### src/rtl/clsrng_pkg.sv
// ----------------------------------------------------------------------------
// clsrng_pkg
// Constants, modular fold helpers and the controller-to-datapath command
// struct for the combined congruential generator with shuffle table.
// ----------------------------------------------------------------------------
package clsrng_pkg;

   localparam int VALUE_W = 31;

   localparam logic [30:0] MOD_A    = 31'd2147483563;
   localparam logic [30:0] MOD_B    = 31'd2147483399;
   localparam logic [15:0] MUL_A    = 16'd40014;
   localparam logic [15:0] MUL_B    = 16'd40692;
   localparam logic [30:0] INIT_A   = 31'd1;
   localparam logic [30:0] INIT_B   = 31'd123456789;
   localparam logic [30:0] WRAP_ADD = MOD_A - 31'd1;

   // 2^31 mod M for each modulus
   localparam logic [31:0] FOLD_A = 32'h8000_0000 - 32'(MOD_A);
   localparam logic [31:0] FOLD_B = 32'h8000_0000 - 32'(MOD_B);

   localparam int PROD_W = VALUE_W + 16;

   typedef struct packed {
      logic seed_load;  // load both generators from the seed register
      logic prod_load;  // register generator products and slot estimate
      logic x_step;     // reduce first product into first generator
      logic y_step;     // reduce second product into second generator
      logic fill_en;    // write reduced first generator into table
      logic fill_last;  // same value also becomes the last output
      logic slot_read;  // resolve slot and read the table
      logic commit;     // produce the output word and refill the slot
   } cmd_type;

   // hi*2^31 + lo == hi*FOLD + lo (mod M); sum stays below 2*M
   function automatic logic [30:0] fold_a(input logic [PROD_W-1:0] p);
      logic [31:0] f;
      f = 32'(p[30:0]) + 32'(p[PROD_W-1:31]) * FOLD_A;
      return (f >= 32'(MOD_A)) ? 31'(f - 32'(MOD_A)) : f[30:0];
   endfunction

   function automatic logic [30:0] fold_b(input logic [PROD_W-1:0] p);
      logic [31:0] f;
      f = 32'(p[30:0]) + 32'(p[PROD_W-1:31]) * FOLD_B;
      return (f >= 32'(MOD_B)) ? 31'(f - 32'(MOD_B)) : f[30:0];
   endfunction

endpackage

### src/rtl/clsrng_ctrl.sv
// ----------------------------------------------------------------------------
// clsrng_ctrl
// Sequencer: accepts a request word, runs the reseed / table fill loop when
// asked, then steps through the draw states (product, slot read, commit) and owns the output valid.
// ----------------------------------------------------------------------------
module clsrng_ctrl
   import clsrng_pkg::*;
#(
   parameter int TABLE_SIZE = 32
) (
   input  logic                          clock,
   input  logic                          reset,
   input  logic                          req_valid,
   input  logic                          req_restart,
   output logic                          req_stall,
   input  logic                          rsp_stall,
   output logic                          rsp_valid,
   output cmd_type                       cmd,
   output logic [$clog2(TABLE_SIZE)-1:0] fill_slot
);

   localparam int IW = $clog2(TABLE_SIZE);
   localparam int CW = $clog2(TABLE_SIZE + 8);

   typedef enum logic [6:0] {
      ST_IDLE      = 7'b0000001,
      ST_SEED      = 7'b0000010,
      ST_FILL_MUL  = 7'b0000100,
      ST_FILL_RED  = 7'b0001000,
      ST_DRAW_MUL  = 7'b0010000,
      ST_DRAW_SLOT = 7'b0100000,
      ST_DRAW_DONE = 7'b1000000
   } state_type;

   state_type         state_ff, state_in;
   logic [CW-1:0]     count_ff, count_in;
   logic              rsp_valid_ff, rsp_valid_in;
   logic              out_free;

   assign out_free  = !rsp_valid_ff || !rsp_stall;
   assign req_stall = (state_ff != ST_IDLE);
   assign rsp_valid = rsp_valid_ff;
   assign fill_slot = count_ff[IW-1:0];

   always_comb begin
      state_in     = state_ff;
      count_in     = count_ff;
      rsp_valid_in = rsp_valid_ff && rsp_stall;
      cmd          = '0;
      unique case (state_ff)
         ST_IDLE: begin
            if (req_valid) begin
               state_in = req_restart ? ST_SEED : ST_DRAW_MUL;
            end
         end
         ST_SEED: begin
            cmd.seed_load = 1'b1;
            count_in      = CW'(TABLE_SIZE + 7);
            state_in      = ST_FILL_MUL;
         end
         ST_FILL_MUL: begin
            cmd.prod_load = 1'b1;
            state_in      = ST_FILL_RED;
         end
         ST_FILL_RED: begin
            cmd.x_step    = 1'b1;
            cmd.fill_en   = (count_ff < CW'(TABLE_SIZE));
            cmd.fill_last = (count_ff == '0);
            if (count_ff == '0) begin
               state_in = ST_DRAW_MUL;
            end else begin
               count_in = count_ff - CW'(1);
               state_in = ST_FILL_MUL;
            end
         end
         ST_DRAW_MUL: begin
            cmd.prod_load = 1'b1;
            state_in      = ST_DRAW_SLOT;
         end
         ST_DRAW_SLOT: begin
            cmd.x_step    = 1'b1;
            cmd.y_step    = 1'b1;
            cmd.slot_read = 1'b1;
            state_in      = ST_DRAW_DONE;
         end
         ST_DRAW_DONE: begin
            // wait here until the output register can take the new word
            if (out_free) begin
               cmd.commit   = 1'b1;
               rsp_valid_in = 1'b1;
               state_in     = ST_IDLE;
            end
         end
         default: begin
            state_in = ST_IDLE;
         end
      endcase
   end

   always_ff @(posedge clock) begin
      if (reset) begin
         state_ff     <= ST_IDLE;
         count_ff     <= '0;
         rsp_valid_ff <= 1'b0;
      end else begin
         state_ff     <= state_in;
         count_ff     <= count_in;
         rsp_valid_ff <= rsp_valid_in;
      end
   end

endmodule

### src/rtl/clsrng_dp.sv
// ----------------------------------------------------------------------------
// clsrng_dp
// Datapath: seed register, both generators with their constant multipliers
// and modular folds, slot divider, shuffle table memory and output register.
// ----------------------------------------------------------------------------
module clsrng_dp
   import clsrng_pkg::*;
#(
   parameter int TABLE_SIZE = 32
) (
   input  logic                          clock,
   input  logic                          reset,
   input  logic                          csr_wr_en,
   input  logic [30:0]                   csr_wr_data,
   input  cmd_type                       cmd,
   input  logic [$clog2(TABLE_SIZE)-1:0] fill_slot,
   output logic [30:0]                   rsp_random_value
);

   localparam int    IW        = $clog2(TABLE_SIZE);
   localparam int    QW        = IW + 1;
   localparam longint SLOT_DIV = 1 + (longint'(MOD_A) - 1) / TABLE_SIZE;
   // floor(2^32 / SLOT_DIV): quotient estimate is exact or one short
   localparam longint RECIP    = (longint'(1) << 32) / SLOT_DIV;
   localparam int    RW        = $clog2(RECIP + 1);

   localparam logic [RW-1:0] RECIP_V    = RW'(RECIP);
   localparam logic [32:0]   SLOT_DIV_V = 33'(SLOT_DIV);

   logic [30:0]          seed_ff;
   logic [30:0]          x_ff, y_ff, last_ff, out_ff;
   logic [PROD_W-1:0]    px_ff, py_ff;
   logic [QW-1:0]        q0_ff;
   logic [IW-1:0]        slot_ff;
   logic [30:0]          rd_data_ff;
   logic                 rd_valid_ff;
   logic [TABLE_SIZE-1:0] valid_ff;
   logic [30:0]          table_mem [TABLE_SIZE];

   logic [30:0]          seed_red, seed_use;
   logic [30:0]          x_next, y_next;
   logic [31+RW-1:0]     qprod;
   logic [32:0]          thr;
   logic [QW-1:0]        q1;
   logic [IW-1:0]        slot;
   logic [30:0]          entry;
   logic [31:0]          draw;
   logic                 wr_en;
   logic [IW-1:0]        wr_addr;
   logic [30:0]          wr_data;

   assign seed_red = (seed_ff >= MOD_A) ? (seed_ff - MOD_A) : seed_ff;
   assign seed_use = (seed_red == '0) ? 31'd1 : seed_red;

   assign x_next = fold_a(px_ff);
   assign y_next = fold_b(py_ff);

   // slot = last / SLOT_DIV via reciprocal estimate plus one correction
   assign qprod = last_ff * RECIP_V;
   assign thr   = (33'(q0_ff) + 33'd1) * SLOT_DIV_V;
   assign q1    = ({2'b00, last_ff} >= thr) ? (q0_ff + QW'(1)) : q0_ff;
   assign slot  = (q1 >= QW'(TABLE_SIZE)) ? IW'(TABLE_SIZE - 1) : q1[IW-1:0];

   assign entry = rd_valid_ff ? rd_data_ff : '0;
   // entry - y, wrapped into 1..WRAP_ADD when not positive
   assign draw  = (entry > y_ff) ? (32'(entry) - 32'(y_ff))
                                 : (32'(entry) + 32'(WRAP_ADD) - 32'(y_ff));

   assign wr_en   = cmd.fill_en || cmd.commit;
   assign wr_addr = cmd.commit ? slot_ff : fill_slot;
   assign wr_data = cmd.commit ? x_ff : x_next;

   assign rsp_random_value = out_ff;

   always_ff @(posedge clock) begin
      if (reset) begin
         seed_ff  <= 31'd1;
         x_ff     <= INIT_A;
         y_ff     <= INIT_B;
         last_ff  <= '0;
         valid_ff <= '0;
      end else begin
         if (csr_wr_en) begin
            seed_ff <= csr_wr_data;
         end
         if (cmd.seed_load) begin
            x_ff <= seed_use;
            y_ff <= seed_use;
         end
         if (cmd.x_step) begin
            x_ff <= x_next;
         end
         if (cmd.y_step) begin
            y_ff <= y_next;
         end
         if (cmd.fill_last) begin
            last_ff <= x_next;
         end
         if (cmd.commit) begin
            last_ff <= draw[30:0];
         end
         if (wr_en) begin
            valid_ff[wr_addr] <= 1'b1;
         end
      end
   end

   always_ff @(posedge clock) begin
      if (cmd.prod_load) begin
         px_ff <= x_ff * MUL_A;
         py_ff <= y_ff * MUL_B;
         q0_ff <= QW'(qprod >> 32);
      end
      if (cmd.slot_read) begin
         slot_ff     <= slot;
         rd_valid_ff <= valid_ff[slot];
      end
      if (cmd.commit) begin
         out_ff <= draw[30:0];
      end
   end

   // shuffle table: one write port, one registered read port
   always_ff @(posedge clock) begin
      if (wr_en) begin
         table_mem[wr_addr] <= wr_data;
      end
      if (cmd.slot_read) begin
         rd_data_ff <= table_mem[slot];
      end
   end

endmodule

### src/rtl/combined_lcg_shuffle_rng.sv
// Draw: accept, product, slot read, commit, in order; commit waits while a
// stalled output word is held, output valid is registered from the commit,
// and no new request is taken before it. Restart adds one seed load, then
// fill steps, each a multiply state and a fold state of the first generator.
// Reset: generators, seed and last output take their initial values, table
// entries read as zero until written; no clearing pass.
// ----------------------------------------------------------------------------
// combined_lcg_shuffle_rng
// Two combined multiplicative congruential generators with a shuffle table;
// one output word per request word, optional reseed and table refill.
// ----------------------------------------------------------------------------
module combined_lcg_shuffle_rng
   import clsrng_pkg::*;
#(
   parameter int TABLE_SIZE = 32
) (
   input  logic        clock,
   input  logic        reset,
   input  logic        csr_wr_en,
   input  logic [30:0] csr_wr_data,
   input  logic        req_valid,
   output logic        req_stall,
   input  logic        req_restart,
   output logic        rsp_valid,
   input  logic        rsp_stall,
   output logic [30:0] rsp_random_value
);

   cmd_type                       cmd;
   logic [$clog2(TABLE_SIZE)-1:0] fill_slot;

   clsrng_ctrl #(
      .TABLE_SIZE (TABLE_SIZE)
   ) u_ctrl (
      .clock       (clock),
      .reset       (reset),
      .req_valid   (req_valid),
      .req_restart (req_restart),
      .req_stall   (req_stall),
      .rsp_stall   (rsp_stall),
      .rsp_valid   (rsp_valid),
      .cmd         (cmd),
      .fill_slot   (fill_slot)
   );

   clsrng_dp #(
      .TABLE_SIZE (TABLE_SIZE)
   ) u_dp (
      .clock            (clock),
      .reset            (reset),
      .csr_wr_en        (csr_wr_en),
      .csr_wr_data      (csr_wr_data),
      .cmd              (cmd),
      .fill_slot        (fill_slot),
      .rsp_random_value (rsp_random_value)
   );

   // no word can come out the cycle right after a request is taken
   a_no_early_rsp: assert property (@(posedge clock) disable iff (reset)
      (req_valid && !req_stall) |=> !$rose(rsp_valid))
      else $error("output word appeared one cycle after request");

   // commit only when the previous word is gone or leaving
   a_commit_free: assert property (@(posedge clock) disable iff (reset)
      cmd.commit |-> (!rsp_valid || !rsp_stall))
      else $error("commit overwrote a stalled output word");

   a_valid_from_commit: assert property (@(posedge clock) disable iff (reset)
      $rose(rsp_valid) |-> $past(cmd.commit))
      else $error("output valid without a commit");

   // new request is never taken while a draw is in flight
   a_no_overlap: assert property (@(posedge clock) disable iff (reset)
      (cmd.slot_read || cmd.prod_load || cmd.x_step) |-> req_stall)
      else $error("request accepted during a draw");

endmodule

### config.mk
export PLATFORM = sky130hd
export DESIGN_NAME = combined_lcg_shuffle_rng
export DESIGN_NICKNAME = d
export VERILOG_FILES = /design/src/rtl/clsrng_pkg.sv /design/src/rtl/clsrng_ctrl.sv /design/src/rtl/clsrng_dp.sv /design/src/rtl/combined_lcg_shuffle_rng.sv
export SDC_FILE = /design/constraint.sdc
export NUM_CORES = 2
export LEC_CHECK = 0
export BUFFER_PORTS_ARGS = -buffer_cell sky130_fd_sc_hd__buf_2
export CELL_PAD_IN_SITES_DETAIL_PLACEMENT = 0
export CELL_PAD_IN_SITES_GLOBAL_PLACEMENT = 2
export CORE_AREA = 5 5 434 436
export DETAILED_ROUTE_END_ITERATION = 10
export DIE_AREA = 0 0 439 441
export PLACE_DENSITY = 0.87
export SLEW_MARGIN = 20
export SYNTH_ARGS = -nofsm -noshare
export SYNTH_HDL_FRONTEND = slang
export SYNTH_SLANG_ARGS = --single-unit
### constraint.sdc
create_clock -name clock -period 9.5 [get_ports clock]
set_input_delay 0.95 -clock clock [delete_from_list [all_inputs] [get_ports clock]]
set_output_delay 0.95 -clock clock [all_outputs]
set_load 0.03 [all_outputs]
==> results.toml <==
[logic_synthesis]
synth-seq-area-share_pct = 47.32
netlist.area_leader.share_pct = 43.09
netlist_top_cells_count = "nand2_1 (1185), edfxtp_1 (1156), inv_1 (813)"
synthArstFlopShare_pct = 0
synth_top_area_cell = "edfxtp_1"
synth.distinct_cells = 103
synth-seq-cells = 1326
synth-edff-count = 1156
yosys_warnings = 0
synthTopCellsByArea = "edfxtp_1 (43%), fa_1 (12%), ha_1 (9.3%)"
syn_nets = 8523
yosysMostFrequentCell = "nand2_1"
syn_inst = 7420
synth_area_um2 = 80560
postSynthAreaPerCell_um2 = 10.86
synthFlopType = "edfxtp_1"

[setup_path]
reg2reg_slack_ps = 500
worst_ep_arrival_time_ps = 9530
r2r_end = "u_dp.rd_data_ff[10]"
slowest_stage = "fa_1"
end_kind = "flip-flop"
required_ps = 10040
r2r-start = "u_dp.q0_ff[2]"
crit_path_start_kind = "flip-flop"
cp_max_fo = 14
cpPeakStageDelay_ps = 650
r2r_cells = 31
crit_type = "reg -> reg"
crit_top_cell = "inv_1"

[global_routing]
grt_pass1_wl_um = 365100
grt_remaining_overflow = 0
grt_use_total_pct = 25.22
grt_max_degree = 153
first_global_vias = 55145
antenna_found_initial = 6

[sta]
rsz0062_at_grt = "no"
setup_viol = 0
fin_crit_sh_pct = 94.71
relSlewSlack_pct = 15.95
worst_slew_pin_slew_ps = 1252
max_freq_mhz = 111.1
hold_viol_final = 0
setup_tns_ps = 0
slew_violations = 0
period_minus_slack_ps = 8997
clock_skew_ps = 63.92

[route]
drc = 0
ant_nets = 0
postRouteWirelength_um = 249200
wire_per_inst_um = 24.63
dr_total_vias = 57426
viasPerCell = 5.676
dr.pass1.iters = 6
drt_iter0_drc = 5762

[place]
dpl-instance-area_um2 = 84600
gp_congestion = 0.9009
portBuffers = 69
hpwlAfterDp_um = 168700
placed_cells = 9847

[final_layout]
final_cell_area_um2 = 89370
area_growth_pct = 10.93
drive_gt1_share_pct = 7.568
nNetsFinal = 8624
stdcell_count = 10118

[die]
die_height_um = 441
design.portCount = 70
die_w_um = 439
initial_utilization_pct = 43.72
die_area_um2 = 193600
fp.coreArea_um2 = 184200
rows = 158

[clocking]
cts_sinks = 1326
clk_pin_slew_worst_paths_ps = 60
htree_num_levels = 4
cts_tree = "yes"
clockBufferDepth = 3
root_buffer = "clkbuf_16"
cts-buffers-inserted = 141
cts_hold_buf = 0
clock_latency_ps = 810

[worst_hold_path]
min_to = "u_dp.seed_ff[30]"
hold_depth = 3
min_path_type = "in -> reg"
hp-start = "csr_wr_data[30]"

[pwr]
vdd_drop_max_mv = 0.4499
power.density_nw_per_um2 = 275.2
leakagePower_uw = 0.03664

[run]
cap_viol_max_count = 0

[run_status]
status = "finished clean"
where the power goes:
part           leakage, µW  internal, µW  switching [µW]  total (µW)
combinational       0.0226          4420            7330       11700
sequential          0.0118          7280             107        7390
clock              0.00222          3030            2430        5460
metal layers:
layer	track usage (%)	part of all wire [%]
met1	35.77	43
met2	39.83	46
met3	3.734	8.0
met4	8.619	3.9
met5	0	0.020
worst max path at each step:
| stage | from | endpoint | slack, ps | cells past startpoint |
|---|---|---|---|---|
| 2_1_floorplan | u_dp.q0_ff[1] | u_dp.rd_data_ff[0] | 1590 | 31 |
| 3_3_place_gp | u_dp.q0_ff[2] | u_dp.rd_data_ff[11] | 650 | 32 |
| 3_5_place_dp | u_dp.q0_ff[1] | u_dp.rd_data_ff[23] | 430 | 25 |
| 4_1_cts | u_dp.q0_ff[1] | u_dp.rd_data_ff[23] | 380 | 25 |
| 5_1_grt | u_dp.q0_ff[2] | u_dp.rd_data_ff[7] | 20 | 28 |
| 6_report | u_dp.q0_ff[2] | u_dp.rd_data_ff[10] | 500 | 31 |
flip-flops by register name (all words and copies together) (netlist names):
register,cells
u_dp.rsp_random_value,31
u_dp.table_mem,992
u_dp.last_ff,31
u_ctrl.state_ff,7
u_dp.seed_ff,31
u_dp.y_ff,31
u_dp.rd_valid_ff,1
u_dp.x_ff,31
u_ctrl.rsp_valid,1
u_dp.valid_ff,32
u_dp.slot_ff,5
u_dp.rd_data_ff,31
u_dp.px_ff,46
u_dp.q0_ff,5
u_ctrl.count_ff,6
u_dp.py_ff,45
stage by stage:
| step | util [%] | worst slack [ps] | hold slack [ps] | total power [µW] |
|---|---|---|---|---|
| final | 48.50 | 502.5 | 390.5 | 24590 |
| after detailed placement | 45.92 | 425.1 | 456.4 | 19110 |
| after global placement | 45.91 | 650.1 | 448.4 | 19060 |
| after CTS | 48.41 | 377.7 | 341.7 | 24650 |
| after floorplan | - | 1594 | 428.5 | 15860 |
| after global routing | 48.50 | 20.94 | 374.3 | 26160 |
final cells by class:
| class | instances | area, µm² |
|---|---|---|
| Clock buffer | 176 | 3721 |
| Fill cell | 16795 | 94880 |
| Inverter | 817 | 3082 |
| Antenna cell | 1 | 2.502 |
| Timing Repair Buffer | 240 | 1798 |
| Clock inverter | 83 | 868.3 |
| Sequential cell | 1326 | 38120 |
| Multi-Input combinational cell | 4995 | 38670 |
| Tap cell | 2480 | 3103 |
worst max-delay path, delay by kind of cell, from the launching register on:
family	cells	cell delay, ps
AO/OA/AOI/OAI	11	2520
XOR/XNOR	1	160
adder cells (fa/ha/maj)	6	2710
buffers and inverters	7	830
flip-flops	1	550
AND/OR/NAND/NOR	6	1940
cell families (layout without fill, tap and decap cells):
logic type | Yosys count | in the layout | synth area share, %
compound gates | 1110 | 1110 | 8.981
xor+xnor | 233 | 233 | 2.543
fa+ha+maj | 1066 | 1066 | 20.93
buf+inv | 1103 | 1316 | 5.312
flops | 1326 | 1326 | 47.32
mux | 68 | 68 | 0.8589
other cells | 0 | 1 | 0
simple gates | 2514 | 2518 | 14.06
cells in the final DEF (no fill, tap or decap), drive strengths merged, types with 27 or more instances in the layout:
cell / n
nand2b: 37
nor2b: 39
clkinv: 72
clkbuf: 177
nand2: 1186
and3: 93
inv: 819
a221oi: 28
nor2: 424
a21o: 108
o21bai: 37
xor2: 72
nand4: 79
a211oi: 53
mux2i: 59
a21oi: 330
nand3: 426
edfxtp: 1156
o21a: 32
a22oi: 27
dfxtp: 170
and4: 32
fa: 469
a31oi: 93
o22ai: 48
ha: 597
nor3: 76
xnor2: 161
o21ai: 173
buf: 239
timing repair:
action,4_1_cts,5_1_grt
setup buffers,0,6
resized for setup,0,8
endpoints found under the hold margin,0,0
setup endpoints to repair,0,28
(Power assumes the default switching activity.)
